===== src/rtl/core/ifmt_pkg.sv =====
package ifmt_pkg;

  // Digit slots of the conversion register, one nibble each
  localparam int DIG_SLOTS = 12;
  localparam int DIG_BITS  = 4 * DIG_SLOTS;

  // Conversion kinds
  localparam logic [2:0] KIND_SDEC = 3'd0;
  localparam logic [2:0] KIND_UDEC = 3'd1;
  localparam logic [2:0] KIND_OCT  = 3'd2;
  localparam logic [2:0] KIND_HEXL = 3'd3;
  localparam logic [2:0] KIND_HEXU = 3'd4;

  // Bit positions in the flag field
  localparam int FB_ALT   = 0;
  localparam int FB_ZERO  = 1;
  localparam int FB_PLUS  = 2;
  localparam int FB_LEFT  = 3;
  localparam int FB_SPACE = 4;
  localparam int FB_PREC  = 5;

  // ASCII codes
  localparam logic [7:0] CH_SPACE = 8'h20;
  localparam logic [7:0] CH_PLUS  = 8'h2B;
  localparam logic [7:0] CH_MINUS = 8'h2D;
  localparam logic [7:0] CH_ZERO  = 8'h30;
  localparam logic [7:0] CH_LX    = 8'h78;
  localparam logic [7:0] CH_UX    = 8'h58;
  localparam logic [7:0] CH_LA    = 8'h61;
  localparam logic [7:0] CH_UA    = 8'h41;

  typedef enum logic [1:0] {
    CONV_IDLE,
    CONV_DABBLE,
    CONV_NORM
  } conv_state_t;

  typedef enum logic [1:0] {
    EMIT_IDLE,
    EMIT_PLAN,
    EMIT_RUN
  } emit_state_t;

  typedef enum logic [2:0] {
    PH_LEAD,
    PH_SIGN,
    PH_PFX,
    PH_ZERO,
    PH_DIG,
    PH_TRAIL
  } phase_t;

  // Captured item, as the emitter needs it
  typedef struct packed {
    logic [2:0] kind;
    logic [5:0] flags;
    logic [5:0] width;
    logic [5:0] prec;
    logic       negative;
    logic       is_zero;
  } fmt_item_t;

  // Conversion status towards the emitter
  typedef struct packed {
    logic       done;
    logic [3:0] ndig;
  } conv_res_t;

  function automatic logic [7:0] digit_char(input logic [3:0] d, input logic upper);
    logic [7:0] base;
    base = upper ? CH_UA : CH_LA;
    if (d < 4'd10) begin
      digit_char = CH_ZERO + {4'b0000, d};
    end else begin
      digit_char = base + {4'b0000, d} - 8'd10;
    end
  endfunction

endpackage


===== src/rtl/core/ifmt_conv.sv =====
module ifmt_conv import ifmt_pkg::*; #(
  parameter int VALUE_BITS = 32
) (
  input  logic                  clk,
  input  logic                  rst,
  input  logic                  start,
  input  logic [2:0]            kind,
  input  logic [VALUE_BITS-1:0] mag,
  output conv_res_t             res,
  output logic [DIG_BITS-1:0]   digits
);

  localparam int CW = $clog2(VALUE_BITS + 1);

  conv_state_t           state, state_next;
  logic [VALUE_BITS-1:0] bin, bin_next;
  logic [DIG_BITS-1:0]   bcd, bcd_next;
  logic [CW-1:0]         cnt, cnt_next;
  logic [3:0]            ndig, ndig_next;

  logic [DIG_BITS-1:0]   magx;
  logic [DIG_BITS-1:0]   hex_load;
  logic [DIG_BITS-1:0]   oct_load;
  logic [DIG_BITS-1:0]   adj;

  always_ff @(posedge clk) begin
    if (rst) begin
      state <= CONV_IDLE;
      cnt   <= '0;
    end else begin
      state <= state_next;
      cnt   <= cnt_next;
    end
    bin  <= bin_next;
    bcd  <= bcd_next;
    ndig <= ndig_next;
  end

  always_comb begin
    magx = DIG_BITS'(mag);
    for (int i = 0; i < DIG_SLOTS; i++) begin
      hex_load[4*i +: 4] = magx[4*i +: 4];
      oct_load[4*i +: 4] = {1'b0, magx[3*i +: 3]};
      adj[4*i +: 4] = (bcd[4*i +: 4] >= 4'd5) ? bcd[4*i +: 4] + 4'd3 : bcd[4*i +: 4];
    end

    state_next = state;
    bin_next   = bin;
    bcd_next   = bcd;
    cnt_next   = cnt;
    ndig_next  = ndig;
    res.done   = 1'b0;

    unique case (state)
      CONV_IDLE: begin
        if (start) begin
          if (kind == KIND_SDEC || kind == KIND_UDEC) begin
            bcd_next   = '0;
            bin_next   = mag;
            cnt_next   = CW'(VALUE_BITS);
            state_next = CONV_DABBLE;
          end else begin
            bcd_next   = (kind == KIND_OCT) ? oct_load : hex_load;
            ndig_next  = 4'(DIG_SLOTS);
            state_next = CONV_NORM;
          end
        end
      end
      CONV_DABBLE: begin
        // correct every decade, then shift one bit in
        bcd_next = {adj[DIG_BITS-2:0], bin[VALUE_BITS-1]};
        bin_next = {bin[VALUE_BITS-2:0], 1'b0};
        cnt_next = cnt - CW'(1);
        if (cnt == CW'(1)) begin
          ndig_next  = 4'(DIG_SLOTS);
          state_next = CONV_NORM;
        end
      end
      CONV_NORM: begin
        // drop leading zero digits, keep at least one
        if (ndig > 4'd1 && bcd[DIG_BITS-1 -: 4] == 4'd0) begin
          bcd_next  = {bcd[DIG_BITS-5:0], 4'd0};
          ndig_next = ndig - 4'd1;
        end else begin
          res.done   = 1'b1;
          state_next = CONV_IDLE;
        end
      end
      default: state_next = CONV_IDLE;
    endcase

    res.ndig = ndig;
    digits   = bcd;
  end

endmodule


===== src/rtl/core/ifmt_emit.sv =====
module ifmt_emit import ifmt_pkg::*; (
  input  logic                clk,
  input  logic                rst,
  input  fmt_item_t           item,
  input  conv_res_t           conv,
  input  logic [DIG_BITS-1:0] digits,
  output logic                done,
  output logic [7:0]          ch,
  output logic                last,
  output logic                strobe
);

  emit_state_t         state, state_next;
  phase_t              phase, phase_next, nph;
  logic [5:0]          run, run_next, nrun;
  logic [5:0]          remain, remain_next;
  logic [DIG_BITS-1:0] dig_sr, dig_sr_next;
  logic [3:0]          ndig, ndig_next;
  logic [5:0]          lead_n, lead_n_next;
  logic [5:0]          zero_n, zero_n_next;
  logic [5:0]          trail_n, trail_n_next;
  logic                sgn_on, sgn_on_next;
  logic                pfx_on, pfx_on_next;
  logic [7:0]          sign_ch, sign_ch_next;
  logic [7:0]          ch_next;
  logic                last_next;
  logic                strobe_next;

  // plan terms
  logic [6:0] w7, p7, n7, i7, body, len, pad, fill;
  logic       alt_oct, pfx, sgn, pflag, upper, zp, bad, is_hex;
  logic [5:0] p_lead, p_zero, p_trail, p_total;
  logic [3:0] p_dig;
  logic       p_sgn, p_pfx;
  logic [7:0] cur_ch;

  always_ff @(posedge clk) begin
    if (rst) begin
      state  <= EMIT_IDLE;
      strobe <= 1'b0;
    end else begin
      state  <= state_next;
      strobe <= strobe_next;
    end
    phase   <= phase_next;
    run     <= run_next;
    remain  <= remain_next;
    dig_sr  <= dig_sr_next;
    ndig    <= ndig_next;
    lead_n  <= lead_n_next;
    zero_n  <= zero_n_next;
    trail_n <= trail_n_next;
    sgn_on  <= sgn_on_next;
    pfx_on  <= pfx_on_next;
    sign_ch <= sign_ch_next;
    ch      <= ch_next;
    last    <= last_next;
  end

  always_comb begin
    // field layout from the digit count and the flags
    pflag   = item.flags[FB_PREC];
    upper   = (item.kind == KIND_HEXU);
    is_hex  = (item.kind == KIND_HEXL) || (item.kind == KIND_HEXU);
    w7      = {1'b0, item.width};
    p7      = {1'b0, item.prec};
    n7      = {3'b000, ndig};
    alt_oct = (item.kind == KIND_OCT) && item.flags[FB_ALT] && !item.is_zero;
    pfx     = is_hex && item.flags[FB_ALT] && !item.is_zero;
    sgn     = (item.kind == KIND_SDEC) &&
              (item.negative || item.flags[FB_PLUS] || item.flags[FB_SPACE]);
    i7      = n7 + 7'(alt_oct);
    body    = (pflag && p7 > i7) ? p7 : i7;
    len     = body + 7'(sgn) + {5'b00000, pfx, 1'b0};
    pad     = (w7 > len) ? w7 - len : 7'd0;
    fill    = (w7 > len) ? w7 : len;
    zp      = item.is_zero && pflag && (item.prec == 6'd0);
    bad     = (item.kind > KIND_HEXU);

    if (bad) begin
      p_lead = '0; p_zero = '0; p_trail = '0; p_total = '0;
      p_dig = '0; p_sgn = 1'b0; p_pfx = 1'b0;
    end else if (zp) begin
      p_lead = item.width; p_zero = '0; p_trail = '0; p_total = item.width;
      p_dig = '0; p_sgn = 1'b0; p_pfx = 1'b0;
    end else begin
      p_lead  = (!item.flags[FB_LEFT] && !item.flags[FB_ZERO]) ? pad[5:0] : 6'd0;
      p_zero  = 6'(body - n7) +
                ((!item.flags[FB_LEFT] && item.flags[FB_ZERO]) ? pad[5:0] : 6'd0);
      p_trail = item.flags[FB_LEFT] ? pad[5:0] : 6'd0;
      p_total = fill[5:0];
      p_dig   = ndig;
      p_sgn   = sgn;
      p_pfx   = pfx;
    end

    // next phase and its run length
    nph = phase_t'(phase + 3'd1);
    unique case (nph)
      PH_LEAD:  nrun = lead_n;
      PH_SIGN:  nrun = {5'b00000, sgn_on};
      PH_PFX:   nrun = {4'b0000, pfx_on, 1'b0};
      PH_ZERO:  nrun = zero_n;
      PH_DIG:   nrun = {2'b00, ndig};
      PH_TRAIL: nrun = trail_n;
      default:  nrun = '0;
    endcase

    unique case (phase)
      PH_LEAD:  cur_ch = CH_SPACE;
      PH_SIGN:  cur_ch = sign_ch;
      PH_PFX:   cur_ch = (run == 6'd2) ? CH_ZERO : (upper ? CH_UX : CH_LX);
      PH_ZERO:  cur_ch = CH_ZERO;
      PH_DIG:   cur_ch = digit_char(dig_sr[DIG_BITS-1 -: 4], upper);
      PH_TRAIL: cur_ch = CH_SPACE;
      default:  cur_ch = CH_SPACE;
    endcase

    state_next   = state;
    phase_next   = phase;
    run_next     = run;
    remain_next  = remain;
    dig_sr_next  = dig_sr;
    ndig_next    = ndig;
    lead_n_next  = lead_n;
    zero_n_next  = zero_n;
    trail_n_next = trail_n;
    sgn_on_next  = sgn_on;
    pfx_on_next  = pfx_on;
    sign_ch_next = sign_ch;
    ch_next      = ch;
    last_next    = last;
    strobe_next  = 1'b0;
    done         = 1'b0;

    unique case (state)
      EMIT_IDLE: begin
        if (conv.done) begin
          dig_sr_next = digits;
          ndig_next   = conv.ndig;
          state_next  = EMIT_PLAN;
        end
      end
      EMIT_PLAN: begin
        lead_n_next  = p_lead;
        zero_n_next  = p_zero;
        trail_n_next = p_trail;
        ndig_next    = p_dig;
        sgn_on_next  = p_sgn;
        pfx_on_next  = p_pfx;
        sign_ch_next = item.negative ? CH_MINUS :
                       (item.flags[FB_PLUS] ? CH_PLUS : CH_SPACE);
        phase_next   = PH_LEAD;
        run_next     = p_lead;
        remain_next  = p_total;
        if (p_total == 6'd0) begin
          done       = 1'b1;
          state_next = EMIT_IDLE;
        end else begin
          state_next = EMIT_RUN;
        end
      end
      EMIT_RUN: begin
        if (run == 6'd0) begin
          phase_next = nph;
          run_next   = nrun;
        end else begin
          strobe_next = 1'b1;
          ch_next     = cur_ch;
          last_next   = (remain == 6'd1);
          run_next    = run - 6'd1;
          remain_next = remain - 6'd1;
          if (phase == PH_DIG) begin
            dig_sr_next = {dig_sr[DIG_BITS-5:0], 4'd0};
          end
          if (remain == 6'd1) begin
            done       = 1'b1;
            state_next = EMIT_IDLE;
          end
        end
      end
      default: state_next = EMIT_IDLE;
    endcase
  end

endmodule


===== src/rtl/core/integer_field_formatter_top.sv =====
// Integer field formatter: turns one value into a printf-style field of
// ASCII characters (signed or unsigned decimal, octal, lower or upper hex,
// with alternate form, zero or space padding, plus or space sign, left
// adjustment and a minimum digit count). An item is taken when start is
// high and busy is low; busy then stays high until the last character has
// been issued, so only one item is in flight. Each character appears on ch
// for exactly one cycle with strobe high, and last marks the final one of
// the field; the receiver cannot hold characters off and must take each
// one as it comes. A field of zero characters gives no strobe at all.
// Steps of one item: decimal conversion runs through a bit-serial binary
// to BCD shifter, while octal and hex digits load as the item is taken;
// leading zeros are then stripped from the result and it is handed on,
// the field layout is planned, and the emitter issues one character a
// cycle, pausing without a character at each step to the next field
// section (at most five), and busy drops with the final character.
module integer_field_formatter_top import ifmt_pkg::*; #(
  parameter int MAX_WIDTH  = 63,
  parameter int VALUE_BITS = 32
) (
  input  logic        clk,
  input  logic        rst,
  input  logic        start,
  input  logic [2:0]  kind,
  input  logic [31:0] value,
  input  logic [5:0]  format_flags,
  input  logic [5:0]  field_width,
  input  logic [5:0]  precision,
  output logic        busy,
  output logic [7:0]  ch,
  output logic        last,
  output logic        strobe
);

  logic                  accept;
  logic [VALUE_BITS-1:0] raw;
  logic [VALUE_BITS-1:0] mag;
  logic                  negative;
  fmt_item_t             item;
  conv_res_t             conv_res;
  logic [DIG_BITS-1:0]   digits;
  logic                  emit_done;

  assign accept = start && !busy;

  // Take the magnitude of a negative signed value; the most negative one
  // wraps onto itself, which is exactly its unsigned magnitude.
  assign raw      = value[VALUE_BITS-1:0];
  assign negative = (kind == KIND_SDEC) && raw[VALUE_BITS-1];
  assign mag      = negative ? (~raw + VALUE_BITS'(1)) : raw;

  // Hold the item for the emitter; saturate width and precision.
  always_ff @(posedge clk) begin
    if (accept) begin
      item.kind     <= kind;
      item.flags    <= format_flags;
      item.width    <= (field_width > 6'(MAX_WIDTH)) ? 6'(MAX_WIDTH) : field_width;
      item.prec     <= (precision > 6'(MAX_WIDTH - 2)) ? 6'(MAX_WIDTH - 2) : precision;
      item.negative <= negative;
      item.is_zero  <= (raw == '0);
    end
  end

  // Busy from acceptance until the emitter has issued the last character.
  always_ff @(posedge clk) begin
    if (rst) begin
      busy <= 1'b0;
    end else if (accept) begin
      busy <= 1'b1;
    end else if (emit_done) begin
      busy <= 1'b0;
    end
  end

  ifmt_conv #(
    .VALUE_BITS(VALUE_BITS)
  ) u_conv (
    .clk   (clk),
    .rst   (rst),
    .start (accept),
    .kind  (kind),
    .mag   (mag),
    .res   (conv_res),
    .digits(digits)
  );

  ifmt_emit u_emit (
    .clk   (clk),
    .rst   (rst),
    .item  (item),
    .conv  (conv_res),
    .digits(digits),
    .done  (emit_done),
    .ch    (ch),
    .last  (last),
    .strobe(strobe)
  );

  // Characters only come from an item that was in flight.
  a_strobe_from_item: assert property (@(posedge clk) disable iff (rst)
    strobe |-> $past(busy))
    else $error("character issued with no item in flight");

  // The final character coincides with busy dropping.
  a_last_frees: assert property (@(posedge clk) disable iff (rst)
    strobe && last |-> !busy)
    else $error("busy still high on the final character");

  // A character that is not the final one leaves the block busy.
  a_mid_busy: assert property (@(posedge clk) disable iff (rst)
    strobe && !last |-> busy)
    else $error("busy dropped before the final character");

  // An accepted item always raises busy.
  a_accept_busy: assert property (@(posedge clk) disable iff (rst)
    accept |=> busy)
    else $error("busy not raised after acceptance");

endmodule

===== config.mk =====
export PLATFORM = sky130hd
export DESIGN_NAME = integer_field_formatter_top
export DESIGN_NICKNAME = d
export VERILOG_FILES = /design/src/rtl/core/ifmt_pkg.sv /design/src/rtl/core/ifmt_conv.sv /design/src/rtl/core/ifmt_emit.sv /design/src/rtl/core/integer_field_formatter_top.sv
export SDC_FILE = /design/constraint.sdc
export NUM_CORES = 1
export LEC_CHECK = 0
export ABC_AREA = 1
export BUFFER_PORTS_ARGS = -buffer_cell sky130_fd_sc_hd__clkbuf_2
export CAP_MARGIN = 20
export CORE_AREA = 10 10 280 174
export CTS_CLUSTER_SIZE = 40
export DETAILED_ROUTE_END_ITERATION = 10
export DIE_AREA = 0 0 290 184
export PLACE_DENSITY = 0.53
export REMOVE_ABC_BUFFERS = 1
export SETUP_SLACK_MARGIN = 0.4
export SLEW_MARGIN = 10
export SYNTH_ARGS = -nofsm -noshare
export SYNTH_HDL_FRONTEND = slang
export SYNTH_SLANG_ARGS = --single-unit

===== constraint.sdc =====
create_clock -name clk -period 5.86 [get_ports clk]
set_input_delay 0.586 -clock clk [delete_from_list [all_inputs] [get_ports clk]]
set_output_delay 0.586 -clock clk [all_outputs]
set_load 0.01 [all_outputs]

==> impl_metrics.env <==
export IMPL_critical_path_max_fanout=5
export IMPL_start_util=0.300
export IMPL_io_buffers=65
export IMPL_fin_cells=2184
export IMPL_clock_power_share=0.192
export IMPL_via_per_inst=4.78
export IMPL_vias=10400
export IMPL_grt_max_degree=85
export IMPL_post_place_ws_ns=-1.15
export IMPL_syn_instance_count=1440
export IMPL_drc=0
export IMPL_hold_depth=1
export IMPL_synth_area_um2=13000
export IMPL_hp_class="in -> reg"
export IMPL_synth_edf_count=205
export IMPL_synth_top_area_cell="edfxtp_1"
export IMPL_synth_seq_cells=217
export IMPL_grt_use_met2=0.183
export IMPL_setup_tns_ns=-2.08
export IMPL_criticalPathCategory="reg -> reg"
export IMPL_switching_power_mw=3.41
export IMPL_p_sw_frac=0.399
export IMPL_clock_latency_ns=0.54
export IMPL_io_pins=67
export IMPL_die_h_um=184
export IMPL_critical_path_slowest_cell="fa_2"
export IMPL_gr_total_overflow=0
export IMPL_fin_crit_ns=6.46
export IMPL_synth_area_leaders="edfxtp_1 48%, nand2_1 7.6%, o21ai_0 6.8%"
export IMPL_status="complete, but fails checks"
export IMPL_nNetsFinal=1718
export IMPL_hpwl_um=26300
export IMPL_slowest_delay_ns=0.49
export IMPL_cts_tree="built"
export IMPL_arrival_ns=6.74
export IMPL_path_common_cell="inv_2"
export IMPL_synth_distinct_cells=58
export IMPL_powerDensity_nw_per_um2=532
export IMPL_post_route_period_util=1.10
export IMPL_worstSetupPathDepth=39
export IMPL_grt_pass1_vias=10000
export IMPL_drt_iter0_drc=957
export IMPL_avgRoutedWirePerCell_um=16.8
export IMPL_max_slew_margin=0.375
export IMPL_hold_viol=0
export IMPL_power_frac_comb=0.450
export IMPL_drv_cap=0
export IMPL_internal_power_mw=5.13
export IMPL_ant_nets=0
export IMPL_cts_buffers_inserted=24
export IMPL_antenna_found_initial=1
export IMPL_crit_path_end_kind="flop"
export IMPL_peakVddDrop_uv=290
export IMPL_drive_gt1_frac=0.221
export IMPL_rsz0062_at_grt="true"
export IMPL_globalRouteMet3Util=0.0297
export IMPL_max_clock_freq_mhz=155
export IMPL_clock_sinks=217
export IMPL_gp_congestion=0.865
export IMPL_skew_ns=0.0283
export IMPL_grt_pass1_wl_um=57400
export IMPL_ys_warnings_count=0
export IMPL_busiest_layer="met1"
export IMPL_setup_slack_ns=-0.603
export IMPL_slew_viol_final=0
export IMPL_critPathLaunchType="flop"
export IMPL_final_setup_viol_count=8
export IMPL_power_leakage_nw=6.46
export IMPL_postSynth_asyncResetShare=0
export IMPL_avgSynthCellArea_um2=9.00
export IMPL_synthFlopType="edfxtp_1"
export IMPL_cts_htree_levels=1
export IMPL_coreArea_um2=43300
export IMPL_gr_usage_all_layers=0.132
export IMPL_path_clk_slew_ns=0.07
export IMPL_synth_top_area_frac=0.475
export IMPL_reg2reg_depth=39
export IMPL_ys_seq_area_frac=0.494
export IMPL_place_inst=2099
export IMPL_syn_to_final_growth_pct=24.0
export IMPL_violations="setup timing"
export IMPL_power_frac_seq=0.357
export IMPL_required_ns=6.14
export IMPL_fp_dieW_um=290
export IMPL_cts_root_buf="clkbuf_16"
export IMPL_dr_pass1_iters=5
export IMPL_use_met1=0.204
export IMPL_die_area_um2=53400
export IMPL_cp_num_buf_inv=7
export IMPL_clockBufferDepth=3
export IMPL_cp_top_family="adder cells"
export IMPL_num_rows=59
export IMPL_totalWireLength_um=36700
export IMPL_tightest_slew_ns=0.929
## routing by layer
metal | vias to the layer above | part of all wire
met4 | 2 | 0.012
met3 | 40 | 0.063
met5 | - | 0.00019
met2 | 270 | 0.39
li1 | 5192 | -
met1 | 4934 | 0.53
## through the flow
stage | instance area [um2] | util | power [mW] | hold slack [ns]
after floorplan | 12800 | - | 5.13 | 0.442
after CTS | 15800 | 0.364 | 8.30 | 0.212
after global placement | 14300 | 0.331 | 6.25 | 0.465
final | 16100 | 0.371 | 8.54 | 0.234
after global routing | 16100 | 0.371 | 9.19 | 0.211
after detailed placement | 14300 | 0.331 | 6.31 | 0.468
## registers in the layout (all words and copies together), names as in the netlist, 2 cells and up
register and cells:
u_conv.bin 32, u_emit.state 2, u_emit.sign_ch 3, u_emit.phase 3, u_emit.run 6, u_conv.state 2
u_conv.digits 48, u_emit.dig_sr 48, u_emit.remain 6, u_conv.ndig 4, u_emit.ch 7, u_conv.cnt 6
u_emit.zero_n 6, item 23, u_emit.ndig 4, u_emit.trail_n 6, u_emit.lead_n 6
## cell families (layout without fill, tap and decap cells)
group | Yosys count | in the layout | share of synthesized area
AO/OA/AOI/OAI | 314 | 314 | 0.141
buffers and inverters | 269 | 433 | 0.0784
flip-flops | 217 | 217 | 0.494
adder cells (fa/ha/maj) | 76 | 76 | 0.0769
other | 1 | 2 | 0.000289
XOR/XNOR | 52 | 52 | 0.0369
AND/OR/NAND/NOR | 510 | 510 | 0.172
multiplexers | 1 | 1 | 0.000773
## Yosys cell counts (all sizes together) (2+ instances only)
library cell,number
nand2,276
inv,218
edfxtp,205
o21ai,180
nor2,123
ha,70
nand3,56
a21oi,55
clkbuf,45
xor2,42
o221ai,20
nor3,19
or2,13
dfxtp,12
o22ai,11
a32oi,10
o211ai,10
xnor2,10
nand4,9
a31oi,7
nor4,7
fa,6
a221oi,4
a32o,3
buf,3
clkinv,3
nand3b,3
nor3b,3
o32ai,3
a211oi,2
## power groups by stage
stage | registers, mW | logic (mW) | clock network, mW
after floorplan | 2.98 | 2.14 | 0
after global placement | 3.06 | 3.19 | 0
after detailed placement | 3.06 | 3.24 | 0
after CTS | 3.05 | 3.58 | 1.67
after global routing | 3.13 | 4.31 | 1.74
final | 3.05 | 3.85 | 1.64
## worst reg2reg max path, delay by kind of cell, from the launching register on
kind	cells	cell delay (ns)
compound gates	7	1.12
fa+ha+maj	8	2.20
xor+xnor	4	0.69
simple gates	13	1.21
flops	1	0.41
buf+inv	7	0.60
## worst paths after layout
path,startpoint,end,slack (ns)
min reg2reg,item[1],u_emit.sign_ch[2],0.48
max reg2reg,item[0],u_emit.zero_n[5],-0.60
max,item[0],u_emit.zero_n[5],-0.60
min,field_width[3],item[11],0.23
## area by class of cell
cell class / instances / area [um2]
fill: 4355 / 27200
sequential: 217 / 6400
multi-input combinational: 954 / 6070
timing repair buffer: 168 / 1190
inverter: 221 / 830
tap: 579 / 724
clock buffer: 31 / 678
clock inverter: 13 / 170
antenna: 1 / 2.50
## cell usage in the layout (no fill, tap or decap), drive strengths merged, types with 3 or more instances in the layout
master and count:
nor3 19, ha 70, buf 103, a21oi 55, nand4 9, o32ai 3, a31oi 7, o22ai 11
o221ai 20, inv 217, bufinv 4, xor2 42, a32o 3, o21ai 180, nand2 276, clkinv 12
nand3 56, a32oi 10, or2 13, dfxtp 12, nor2 123, nor4 7, clkbuf 96, edfxtp 205
nor3b 3, a221oi 4, xnor2 10, o211ai 10, fa 6, nand3b 3
## repair_timing
item	4_1_cts	5_1_grt
pin swaps	36	41
setup endpoints to repair	20	26
hold buffers	0	0
resized for setup	82	59
hold endpoints to repair	0	0
setup buffers	32	7
Note: power is estimated with default switching activity, not from simulation.
